[src/hw/rtl/sue_pkg.sv]
// sue_pkg: shared types and constants of the string unescape / fnv-1a block
// character codes, fnv-1a constants, decode mode enum and decode result struct
// no dependencies
package sue_pkg;

  localparam int COUNT_WIDTH = 16;
  localparam logic [COUNT_WIDTH-1:0] COUNT_MAX = '1;

  localparam logic [31:0] FNV_BASIS = 32'd2166136261;
  localparam logic [31:0] FNV_PRIME = 32'd16777619;

  localparam logic [7:0] CH_QUOTE  = 8'h22;
  localparam logic [7:0] CH_BTICK  = 8'h60;
  localparam logic [7:0] CH_BSLASH = 8'h5C;
  localparam logic [7:0] CH_N      = 8'h6E;
  localparam logic [7:0] CH_T      = 8'h74;
  localparam logic [7:0] CH_R      = 8'h72;
  localparam logic [7:0] CH_ZERO   = 8'h30;
  localparam logic [7:0] CH_LF     = 8'h0A;
  localparam logic [7:0] CH_TAB    = 8'h09;
  localparam logic [7:0] CH_CR     = 8'h0D;
  localparam logic [7:0] CH_NUL    = 8'h00;

  typedef enum logic [3:0] {
    MODE_NORMAL = 4'b0001,
    MODE_QUOTE  = 4'b0010,
    MODE_BTICK  = 4'b0100,
    MODE_BSLASH = 4'b1000
  } mode_t;

  // bytes produced by one input beat: n is 0, 1 or 2
  typedef struct packed {
    logic [1:0] n;
    logic [7:0] b0;
    logic [7:0] b1;
    logic       last;
  } dec_t;

endpackage

[src/hw/rtl/sue_in_if.sv]
// sue_in_if: input channel carrying raw escaped bytes with a last flag
// depends on nothing
interface sue_in_if;
  logic       valid;
  logic       ready;
  logic [7:0] in_byte;
  logic       in_last;

  modport source (output valid, output in_byte, output in_last, input ready);
  modport sink   (input valid, input in_byte, input in_last, output ready);
endinterface

[src/hw/rtl/sue_out_if.sv]
// sue_out_if: output channel carrying unescaped bytes with hash and length
// depends on sue_pkg for the count width
interface sue_out_if;
  logic                            valid;
  logic                            ready;
  logic [7:0]                      out_byte;
  logic                            out_last;
  logic [31:0]                     hash_so_far;
  logic [sue_pkg::COUNT_WIDTH-1:0] length_so_far;

  modport source (output valid, output out_byte, output out_last,
                  output hash_so_far, output length_so_far, input ready);
  modport sink   (input valid, input out_byte, input out_last,
                  input hash_so_far, input length_so_far, output ready);
endinterface

[src/hw/rtl/sue_decode.sv]
// sue_decode: escape decoder, holds the pending mode and maps one raw byte
// to zero, one or two unescaped bytes; depends on sue_pkg
module sue_decode (
  input  logic          clk,
  input  logic          rst,
  input  logic          accept,
  input  logic [7:0]    in_byte,
  input  logic          in_last,
  output sue_pkg::dec_t dec
);

  sue_pkg::mode_t mode;
  sue_pkg::mode_t mode_next;
  logic           hold;
  sue_pkg::mode_t hold_mode;

  always_ff @(posedge clk) begin
    if (rst) begin
      mode <= sue_pkg::MODE_NORMAL;
    end else if (accept) begin
      mode <= mode_next;
    end
  end

  // byte that would itself become pending in normal mode
  always_comb begin
    hold = !in_last && (in_byte == sue_pkg::CH_QUOTE || in_byte == sue_pkg::CH_BTICK ||
                        in_byte == sue_pkg::CH_BSLASH);
    if (in_byte == sue_pkg::CH_QUOTE) begin
      hold_mode = sue_pkg::MODE_QUOTE;
    end else if (in_byte == sue_pkg::CH_BTICK) begin
      hold_mode = sue_pkg::MODE_BTICK;
    end else begin
      hold_mode = sue_pkg::MODE_BSLASH;
    end
  end

  always_comb begin
    dec.n    = 2'd0;
    dec.b0   = in_byte;
    dec.b1   = in_byte;
    dec.last = in_last;
    mode_next = sue_pkg::MODE_NORMAL;
    case (mode)
      sue_pkg::MODE_QUOTE, sue_pkg::MODE_BTICK: begin
        dec.b0 = (mode == sue_pkg::MODE_QUOTE) ? sue_pkg::CH_QUOTE : sue_pkg::CH_BTICK;
        if (in_byte == dec.b0) begin
          dec.n = 2'd1;
        end else if (hold) begin
          dec.n     = 2'd1;
          mode_next = hold_mode;
        end else begin
          dec.n = 2'd2;
        end
      end
      sue_pkg::MODE_BSLASH: begin
        dec.n = 2'd1;
        case (in_byte)
          sue_pkg::CH_N:      dec.b0 = sue_pkg::CH_LF;
          sue_pkg::CH_T:      dec.b0 = sue_pkg::CH_TAB;
          sue_pkg::CH_R:      dec.b0 = sue_pkg::CH_CR;
          sue_pkg::CH_BSLASH: dec.b0 = sue_pkg::CH_BSLASH;
          sue_pkg::CH_QUOTE:  dec.b0 = sue_pkg::CH_QUOTE;
          sue_pkg::CH_ZERO:   dec.b0 = sue_pkg::CH_NUL;
          default: begin
            dec.n  = 2'd2;
            dec.b0 = sue_pkg::CH_BSLASH;
          end
        endcase
      end
      default: begin
        if (hold) begin
          mode_next = hold_mode;
        end else begin
          dec.n = 2'd1;
        end
      end
    endcase
  end

endmodule

[src/hw/rtl/string_unescape_with_fnv1a_hash.sv]
// string_unescape_with_fnv1a_hash: escape decoder with running fnv-1a hash
// an accepted beat passes through the byte queue and then the output register
// throughput: one input beat per cycle unless the output stalls or a beat yields two bytes,
// set by the byte queue and the one-byte-per-cycle hash multiply loop
// reset: synchronous, clears mode, queue, output valid, hash to basis, count
// depends on sue_pkg, sue_in_if, sue_out_if, sue_decode
module string_unescape_with_fnv1a_hash (
  input logic      clk,
  input logic      rst,
  sue_in_if.sink   esc,
  sue_out_if.source plain
);

  sue_pkg::dec_t dec;
  logic          accept;
  logic          out_load;
  logic          emit;

  logic [1:0] q_cnt;
  logic [7:0] q_b0;
  logic [7:0] q_b1;
  logic       q_last;
  logic       cur_last;

  logic [31:0]                     hash;
  logic [31:0]                     hash_next;
  logic [sue_pkg::COUNT_WIDTH-1:0] cnt;
  logic [sue_pkg::COUNT_WIDTH-1:0] cnt_next;

  logic                            o_valid;
  logic [7:0]                      o_byte;
  logic                            o_last;
  logic [31:0]                     o_hash;
  logic [sue_pkg::COUNT_WIDTH-1:0] o_len;

  sue_decode u_decode (
    .clk     (clk),
    .rst     (rst),
    .accept  (accept),
    .in_byte (esc.in_byte),
    .in_last (esc.in_last),
    .dec     (dec)
  );

  assign out_load  = !o_valid || plain.ready;
  assign emit      = (q_cnt != 2'd0) && out_load;
  assign esc.ready = (q_cnt == 2'd0) || (q_cnt == 2'd1 && out_load);
  assign accept    = esc.valid && esc.ready;
  assign cur_last  = (q_cnt == 2'd1) && q_last;

  assign hash_next = (hash ^ {24'd0, q_b0}) * sue_pkg::FNV_PRIME;
  assign cnt_next  = (cnt == sue_pkg::COUNT_MAX) ? cnt : cnt + 1'b1;

  // byte queue between decode and hash
  always_ff @(posedge clk) begin
    if (rst) begin
      q_cnt <= 2'd0;
    end else if (accept) begin
      q_cnt <= dec.n;
    end else if (emit) begin
      q_cnt <= q_cnt - 2'd1;
    end
  end

  always_ff @(posedge clk) begin
    if (accept) begin
      q_b0   <= dec.b0;
      q_b1   <= dec.b1;
      q_last <= dec.last;
    end else if (emit) begin
      q_b0 <= q_b1;
    end
  end

  // running hash and count
  always_ff @(posedge clk) begin
    if (rst) begin
      hash <= sue_pkg::FNV_BASIS;
      cnt  <= '0;
    end else if (emit) begin
      if (cur_last) begin
        hash <= sue_pkg::FNV_BASIS;
        cnt  <= '0;
      end else begin
        hash <= hash_next;
        cnt  <= cnt_next;
      end
    end
  end

  // output register
  always_ff @(posedge clk) begin
    if (rst) begin
      o_valid <= 1'b0;
    end else if (out_load) begin
      o_valid <= (q_cnt != 2'd0);
    end
  end

  always_ff @(posedge clk) begin
    if (emit) begin
      o_byte <= q_b0;
      o_last <= cur_last;
      o_hash <= hash_next;
      o_len  <= cnt_next;
    end
  end

  assign plain.valid         = o_valid;
  assign plain.out_byte      = o_byte;
  assign plain.out_last      = o_last;
  assign plain.hash_so_far   = o_hash;
  assign plain.length_so_far = o_len;

endmodule

[src/flat_wrapper.sv]
// flat-port wrapper written by rule: the top's interface ports become plain ports
module string_unescape_with_fnv1a_hash_flat 
  (clk, rst, esc_valid, esc_in_byte, esc_in_last, esc_ready, plain_valid, plain_out_byte, plain_out_last, plain_hash_so_far, plain_length_so_far, plain_ready);
  sue_in_if esc_i ();
  sue_out_if plain_i ();
  input logic clk;
  input logic rst;
  input wire logic [$bits(esc_i.valid)-1:0] esc_valid;
  input wire logic [$bits(esc_i.in_byte)-1:0] esc_in_byte;
  input wire logic [$bits(esc_i.in_last)-1:0] esc_in_last;
  output wire logic [$bits(esc_i.ready)-1:0] esc_ready;
  output wire logic [$bits(plain_i.valid)-1:0] plain_valid;
  output wire logic [$bits(plain_i.out_byte)-1:0] plain_out_byte;
  output wire logic [$bits(plain_i.out_last)-1:0] plain_out_last;
  output wire logic [$bits(plain_i.hash_so_far)-1:0] plain_hash_so_far;
  output wire logic [$bits(plain_i.length_so_far)-1:0] plain_length_so_far;
  input wire logic [$bits(plain_i.ready)-1:0] plain_ready;
  assign esc_i.valid = esc_valid;
  assign esc_i.in_byte = esc_in_byte;
  assign esc_i.in_last = esc_in_last;
  assign esc_ready = esc_i.ready;
  assign plain_valid = plain_i.valid;
  assign plain_out_byte = plain_i.out_byte;
  assign plain_out_last = plain_i.out_last;
  assign plain_hash_so_far = plain_i.hash_so_far;
  assign plain_length_so_far = plain_i.length_so_far;
  assign plain_i.ready = plain_ready;
  string_unescape_with_fnv1a_hash u_core (.clk(clk), .rst(rst), .esc(esc_i), .plain(plain_i));
endmodule
[config.mk]
export PLATFORM = sky130hd
export DESIGN_NAME = string_unescape_with_fnv1a_hash_flat
export DESIGN_NICKNAME = d
export VERILOG_FILES = /design/src/hw/rtl/sue_pkg.sv /design/src/hw/rtl/sue_in_if.sv /design/src/hw/rtl/sue_out_if.sv /design/src/hw/rtl/sue_decode.sv /design/src/hw/rtl/string_unescape_with_fnv1a_hash.sv /design/src/flat_wrapper.sv
export SDC_FILE = /design/constraint.sdc
export NUM_CORES = 1
export LEC_CHECK = 0
export ABC_AREA = 1
export ABC_CLOCK_PERIOD_IN_PS = 7200
export CAP_MARGIN = 20
export CORE_UTILIZATION = 35
export CTS_CLUSTER_DIAMETER = 50
export DETAILED_ROUTE_END_ITERATION = 16
export DONT_BUFFER_PORTS = 1
export SETUP_SLACK_MARGIN = 0.1
export SLEW_MARGIN = 20
export SYNTH_ARGS = -nofsm -noshare
export SYNTH_HDL_FRONTEND = slang
export SYNTH_SLANG_ARGS = --single-unit
[constraint.sdc]
create_clock -name clk -period 7.2 [get_ports clk]
set_input_delay 0 -clock clk [delete_from_list [all_inputs] [get_ports clk]]
set_output_delay 0 -clock clk [all_outputs]
set_load 0.01 [all_outputs]
# Word level (Yosys, flattened, before mapping)
# Index checks and enable logic that the tools add are counted.
[op_classes] n_addsub=2 multipliers=1 n_eq_ne=13 muxes=20 bitwise=1 reduce_logical=16
[ops] operator="8-bit by 7-bit equality test with 1-bit output (second input constant)" count=5
[ops] operator="7-bit one-hot mux with 5 select lines" count=1
[ops] operator="32-bit by 25-bit multiplier with 32-bit output (second input constant)" count=1
[ops] operator="16-bit 2-to-1 mux" count=2
[ops] operator="32-bit 2-to-1 mux" count=1
[ops] operator="32-bit by 8-bit XOR with 32-bit output" count=1
[ops] operator="16-bit by 1-bit adder with 16-bit output (second input constant)" count=1
[ops] operator="16-bit equality test (second input constant)" count=1
[ops] operator="8-bit by 6-bit equality test with 1-bit output (second input constant)" count=2
[ops] operator="4-bit 2-to-1 mux" count=4
[ops] operator="8-bit 2-to-1 mux" count=2
[ops] operator="8-bit one-hot mux with 2 select lines" count=1
[ops] operator="2-bit 2-to-1 mux" count=5
[ops] operator="8-bit by 7-bit equality test with 1-bit output" count=1
[ops] operator="4-bit one-hot mux with 2 select lines" count=1
[ops] operator="7-bit 2-to-1 mux" count=1
[ops] operator="6-bit OR reduction" count=1
[ops] operator="1-bit logical AND" count=5
[ops] operator="4-bit by 2-bit equality test with 1-bit output (second input constant)" count=1
[ops] operator="4-bit by 3-bit equality test with 1-bit output (second input constant)" count=1
[ops] operator="4-bit equality test (second input constant)" count=1
[ops] operator="1-bit logical OR" count=4
[ops] operator="2-bit one-hot mux with 2 select lines" count=1
[ops] operator="2-bit nonzero test" count=2
[ops] operator="6 further kinds" count=7
[word_totals] register_bits=129 inputBits=13 word_cells=65

# Longest topological paths before layout
[logic_depth] ltp_word=8 mapped_depth=29 mapped_depth_nobuf=29

# Modules after synthesis
# A second synthesis with hierarchy kept.
[hier_totals] cells_unflattened=1359 area_unflattened_um2=11566.1
[modules_own_cells] mod="string_unescape_with_fnv1a_hash" instances=1 cells_per_inst=1235 area_each_um2=10909.2 seq_area_each_um2=3243.1
[modules_own_cells] mod="sue_decode" instances=1 cells_per_inst=124 area_each_um2=656.9 seq_area_each_um2=80.1

# Least setup slack after synthesis
# Ideal clock, no wire load.
[synth_timing] path_type="register to register" from="reg u_core.q_b0[4]" to="reg u_core.o_hash[25] (netlist: u_core.plain.hash_so_far[25]) (data pin)" arrival_time_ns=4.590 slack_ns=2.356 path_stages_with_launch=22 path_buffers=0 synth_period_minus_slack_ns=4.844 path_cell_list="edfxtp_1 xnor2_1 inv_1 ha_1 ha_1 fa_1 ha_1 inv_1 fa_1 inv_1 ha_1 inv_1 fa_1 inv_1 ha_1 nand2_1 nor2_1 nor2_1 nor2_1 o21ai_0 nand4_1 and2_1"
[synth_via] elab_chain_len=2
[synth_lines] item="start, declared" line="string_unescape_with_fnv1a_hash.sv:20" source="logic [7:0] q_b0;"
[synth_lines] item="start signal, assigned" line="string_unescape_with_fnv1a_hash.sv:67" source="q_b0 <= dec.b0;"
[synth_lines] item="start signal, assigned" line="string_unescape_with_fnv1a_hash.sv:71" source="q_b0 <= q_b1;"
[synth_lines] item="32-bit by 8-bit XOR with 32-bit output" line="string_unescape_with_fnv1a_hash.sv:51" source="assign hash_next = (hash ^ {24'd0, q_b0}) * sue_pkg::FNV_PRIME;"
[synth_lines] item="32-bit by 25-bit multiplier with 32-bit output" line="string_unescape_with_fnv1a_hash.sv:51"
[synth_lines] item="named net u_core.hash_next[25]" line="string_unescape_with_fnv1a_hash.sv:26" source="logic [31:0] hash_next;"
[synth_lines] item="end signal, assigned" line="string_unescape_with_fnv1a_hash.sv:104" source="o_hash <= hash_next;"
[synth_lines] item="end, declared" line="string_unescape_with_fnv1a_hash.sv:33" source="logic [31:0] o_hash;"
# The timed path passes the listed nets, and every way through them passes these cells.
# A chain may end at the register's enable or synchronous reset.

# Worst setup path after layout
[layout_timing] from="reg u_core.hash[14]" to="reg u_core.o_hash[28] (netlist: u_core.plain.hash_so_far[28]) (data pin)"
[layout_via] elab_chain_len=2
[layout_lines] item="start, declared" line="string_unescape_with_fnv1a_hash.sv:25" source="logic [31:0] hash;"
[layout_lines] item="start signal, assigned" line="string_unescape_with_fnv1a_hash.sv:78" source="hash <= sue_pkg::FNV_BASIS;"
[layout_lines] item="start signal, assigned" line="string_unescape_with_fnv1a_hash.sv:82" source="hash <= sue_pkg::FNV_BASIS;"
[layout_lines] item="start signal, assigned" line="string_unescape_with_fnv1a_hash.sv:85" source="hash <= hash_next;"
[layout_lines] item="32-bit by 8-bit XOR with 32-bit output" line="string_unescape_with_fnv1a_hash.sv:51"
[layout_lines] item="32-bit by 25-bit multiplier with 32-bit output" line="string_unescape_with_fnv1a_hash.sv:51"
[layout_lines] item="named net u_core.hash_next[28]" line="string_unescape_with_fnv1a_hash.sv:26"
# The timed path passes the listed nets, and every way through them passes these cells.

==> summary.txt <==
Timing
  • Clk_skew: 11.84 ps
  • Final Cycle Share: about three quarters
  • RSZ-0062 raised after global routing: false
  • Achievable Freq: around 180 MHz
  • Setup TNS: 0 ps
  • Rel. slew slack: about half
  • Max Slew Vio Count: 0
  • WHS: approximately 89 ps
  • Min Tclk post-route: approximately 5500 ps
  • Final setup viols: 0
  • Final hold violations: 0
  • Worst slew pin tran: around 770 ps

Global routing
  • Pin count of the biggest net entering global routing: 54
  • All-Layer GR Usage: 19.05%
  • Initial antenna violation count: 0
  • Number of global-route vias before repair: around 8800
  • Congestion Overflow GR: 0
  • Global-route wire length before repair: 48140 um

Synthesis
  • Post-Syn Instances: 1344
  • Synth Register Bits: 129
  • Ys async rst share: 0%
  • Post-synthesis sequential area ratio: between 20% and 30%
  • Syn avg cell area: between 8 and 9 sq um
  • Post-Syn Area: between 10000 and 15000 sq um
  • Yosys cell types: around 40
  • Top_reg_cell synth: edfxtp_1
  • Post-synth EDFFs: 74
  • Total number of yosys warnings: 0
  • Syn_nets: about 1600

Clock network
  • CTS root buffer: clkbuf_16
  • H-tree depth: 4
  • Clk sinks: approximately 130
  • Clock Path Buffers: 2
  • CTS tree: built
  • PostCTS Resize Cnt: 0
  • Worst-skew pair later-pin latency: between 400 and 500 ps
  • Worst-path clk slew: 70 ps
  • # hold bufs at CTS: 16
  • Setup bufs post-CTS: 0
  • Cts bufs inserted: 17

Placement
  • # port buffers: 0
  • Post-DP Area: between 10000 and 15000 sq um
  • HPWL after detailed placement: approximately 24000 um
  • Routability cong.: 0.9567

Layout
  • Final core utilization: between 30 and 40%
  • Fin area: roughly 13000 sq um
  • Final net count: approximately 1600
  • Number of diodes: 0
  • Synth-to-layout area growth: 11.61%
  • Fill cell count: 3233
  • Fraction of layout cells with a size suffix above 1: between 4 and 5%

Critical path
  • Crit-path cells: ha_1, ha_1, fa_1, ha_1, inv_1, fa_1, inv_1, ha_1, inv_1, fa_1, inv_1, ha_1, nand2_1, nor2_1, nand2_1, nor4_1, nand2_1, nand2_1, nand2_1, and2_1
  • Max stage delay on crit path: slightly above 600 ps
  • Slowest CP cell: fa_1
  • Worst Setup SP: u_core.hash[14]
  • Startpoint Class: flop
  • CP Max Fanout: 6
  • Worst Path Class, Setup: flop to flop
  • Worst EP required: ~7400 ps
  • Setup crit end kind: flop
  • R2R Setup Slk: approximately 1700 ps
  • RR Startpoint: u_core.hash[14]
  • Worst EP arrival: between 5000 and 6000 ps

Worst hold path
  • Worst Hold Launch: esc_in_byte[6]
  • Hold Path Class: input pin to flop

Floorplanning
  • Die area: 33250 sq um
  • Starting Density: between 30% and 40%
  • Die Y-Extent: 182.4 um
  • # IOs: 72
  • Row cnt: 65
  • Core area: 31800 sq um
  • DIE WIDTH: ~180 um

Drt
  • ANT nets after route: 0
  • DRC errors left: 0
  • First-pass iteration count of the detailed router: 5
  • Initial DRC Count: 464
  • Via count: 8727
  • Routed wire length: ~30000 um
  • WL/cell: 16.65 um
  • Vias per cell: about 4.8

Status
  • Status: finished clean

Run
  • Max-cap viol count: 0
## flip-flops by register name, summed over array words and instances, names as in the netlist
name	count
u_core.hash	32
u_core.plain.hash_so_far	32
u_core.cnt	16
u_core.plain.length_so_far	16
u_core.plain.out_byte	8
u_core.q_b0	8
u_core.q_b1	8
u_core.u_decode.mode	4
u_core.q_cnt	2
u_core.plain.out_last	1
u_core.plain.valid	1
u_core.q_last	1
## final timing paths
path | endpoint | cells past startpoint
worst max-delay path | u_core.plain.hash_so_far[28] | 20
worst min-delay path | u_core.u_decode.mode[1] | 5
worst max register to register | u_core.plain.hash_so_far[28] | 20
worst min register to register | u_core.plain.out_byte[4] | 0
## metal layers
metal | track usage (%) | vias to the layer above | part of all wire (%)
li1 | - | 4362 | -
met1 | 24.79 | 4088 | 47
met2 | 30.42 | 218 | 45
met3 | 3.452 | 59 | 4.4
met4 | 9.378 | 0 | 3.9
met5 | 0 | - | 0
## area by class of cell
cell class                      count  area [sq um]  area share [%]
Inverter                          288          1081           8.508
Multi-Input combinational cell    911          6918           54.45
Clock inverter                     13         175.2           1.379
Sequential cell                   129          3323           26.15
Clock buffer                       19         454.2           3.575
Timing Repair Buffer               20         210.2           1.654
Tap cell                          435         544.3           4.284
## synthesized netlist by cell type, types with 3 or more instances
cell type  number  area [sq um]
and2_1         10         62.56
inv_1         285          1070
nand2_1       280          1051
a21oi_1        80         400.4
o21ai_1         6         30.03
clkbuf_1       12         45.04
o21bai_1        6         45.04
nand3_2         3         30.03
dfxtp_1        55          1101
nor2_1         64         240.2
inv_2           3         11.26
buf_2           4         20.02
o21ai_0        29         145.1
xor2_1         22         192.7
o22ai_1         7         43.79
nor3_1         18         90.09
nand4_1        13         81.33
a31oi_1         4         25.02
edfxtp_1       74          2222
nand3_1        71         355.3
ha_1          186          2327
fa_1           74          1481
nor2_2          3         18.77
xnor2_1        10         87.58
## through the flow
step / instances / setup slack, ps
after floorplan: 1344 / 2356
after global placement: 1766 / 1701
after detailed placement: 1766 / 1678
after CTS: 1814 / 1665
after global routing: 1815 / 1376
final: 1815 / 1706
## logic make-up (layout without fill, tap and decap cells)
logic type | after synthesis | count (layout) | share of synthesized area [%]
simple gates | 477 | 477 | 18.06
buf+inv | 304 | 340 | 10.07
fa+ha+maj | 260 | 260 | 33.45
compound gates | 142 | 142 | 6.770
flops | 129 | 129 | 29.19
xor+xnor | 32 | 32 | 2.462
## critical path: cells and delay by family, from the launching register on
family / cells / cell delay [ps]
adder cells (fa/ha/maj): 8 / 3220
buffers and inverters: 4 / 230
flip-flops: 1 / 600
AND/OR/NAND/NOR: 8 / 1180
## cells in the final DEF (no fill, tap or decap), drive strengths merged
| master | count |
|---|---|
| or2 | 2 |
| a22oi | 1 |
| and2 | 10 |
| edfxtp | 74 |
| inv | 292 |
| dfxtp | 55 |
| nand4 | 13 |
| a31oi | 4 |
| o31ai | 1 |
| xnor2 | 10 |
| nor3b | 1 |
| buf | 4 |
| nand3b | 2 |
| o21ai | 35 |
| xor2 | 22 |
| nor2 | 69 |
| clkinvlp | 1 |
| o21a | 3 |
| fa | 74 |
| o221ai | 1 |
| a21oi | 81 |
| o22a | 2 |
| nand2 | 282 |
| ha | 186 |
| nand3 | 74 |
| bufinv | 3 |
| o21bai | 6 |
| o211ai | 1 |
| clkinv | 5 |
| dlygate4sd3 | 16 |
| nor4 | 2 |
| nand2b | 2 |
| clkbuf | 19 |
| o22ai | 7 |
| nor3 | 20 |
Power is not shown: default switching activity piles up to over one toggle a cycle in this logic, so the estimate is an artifact.
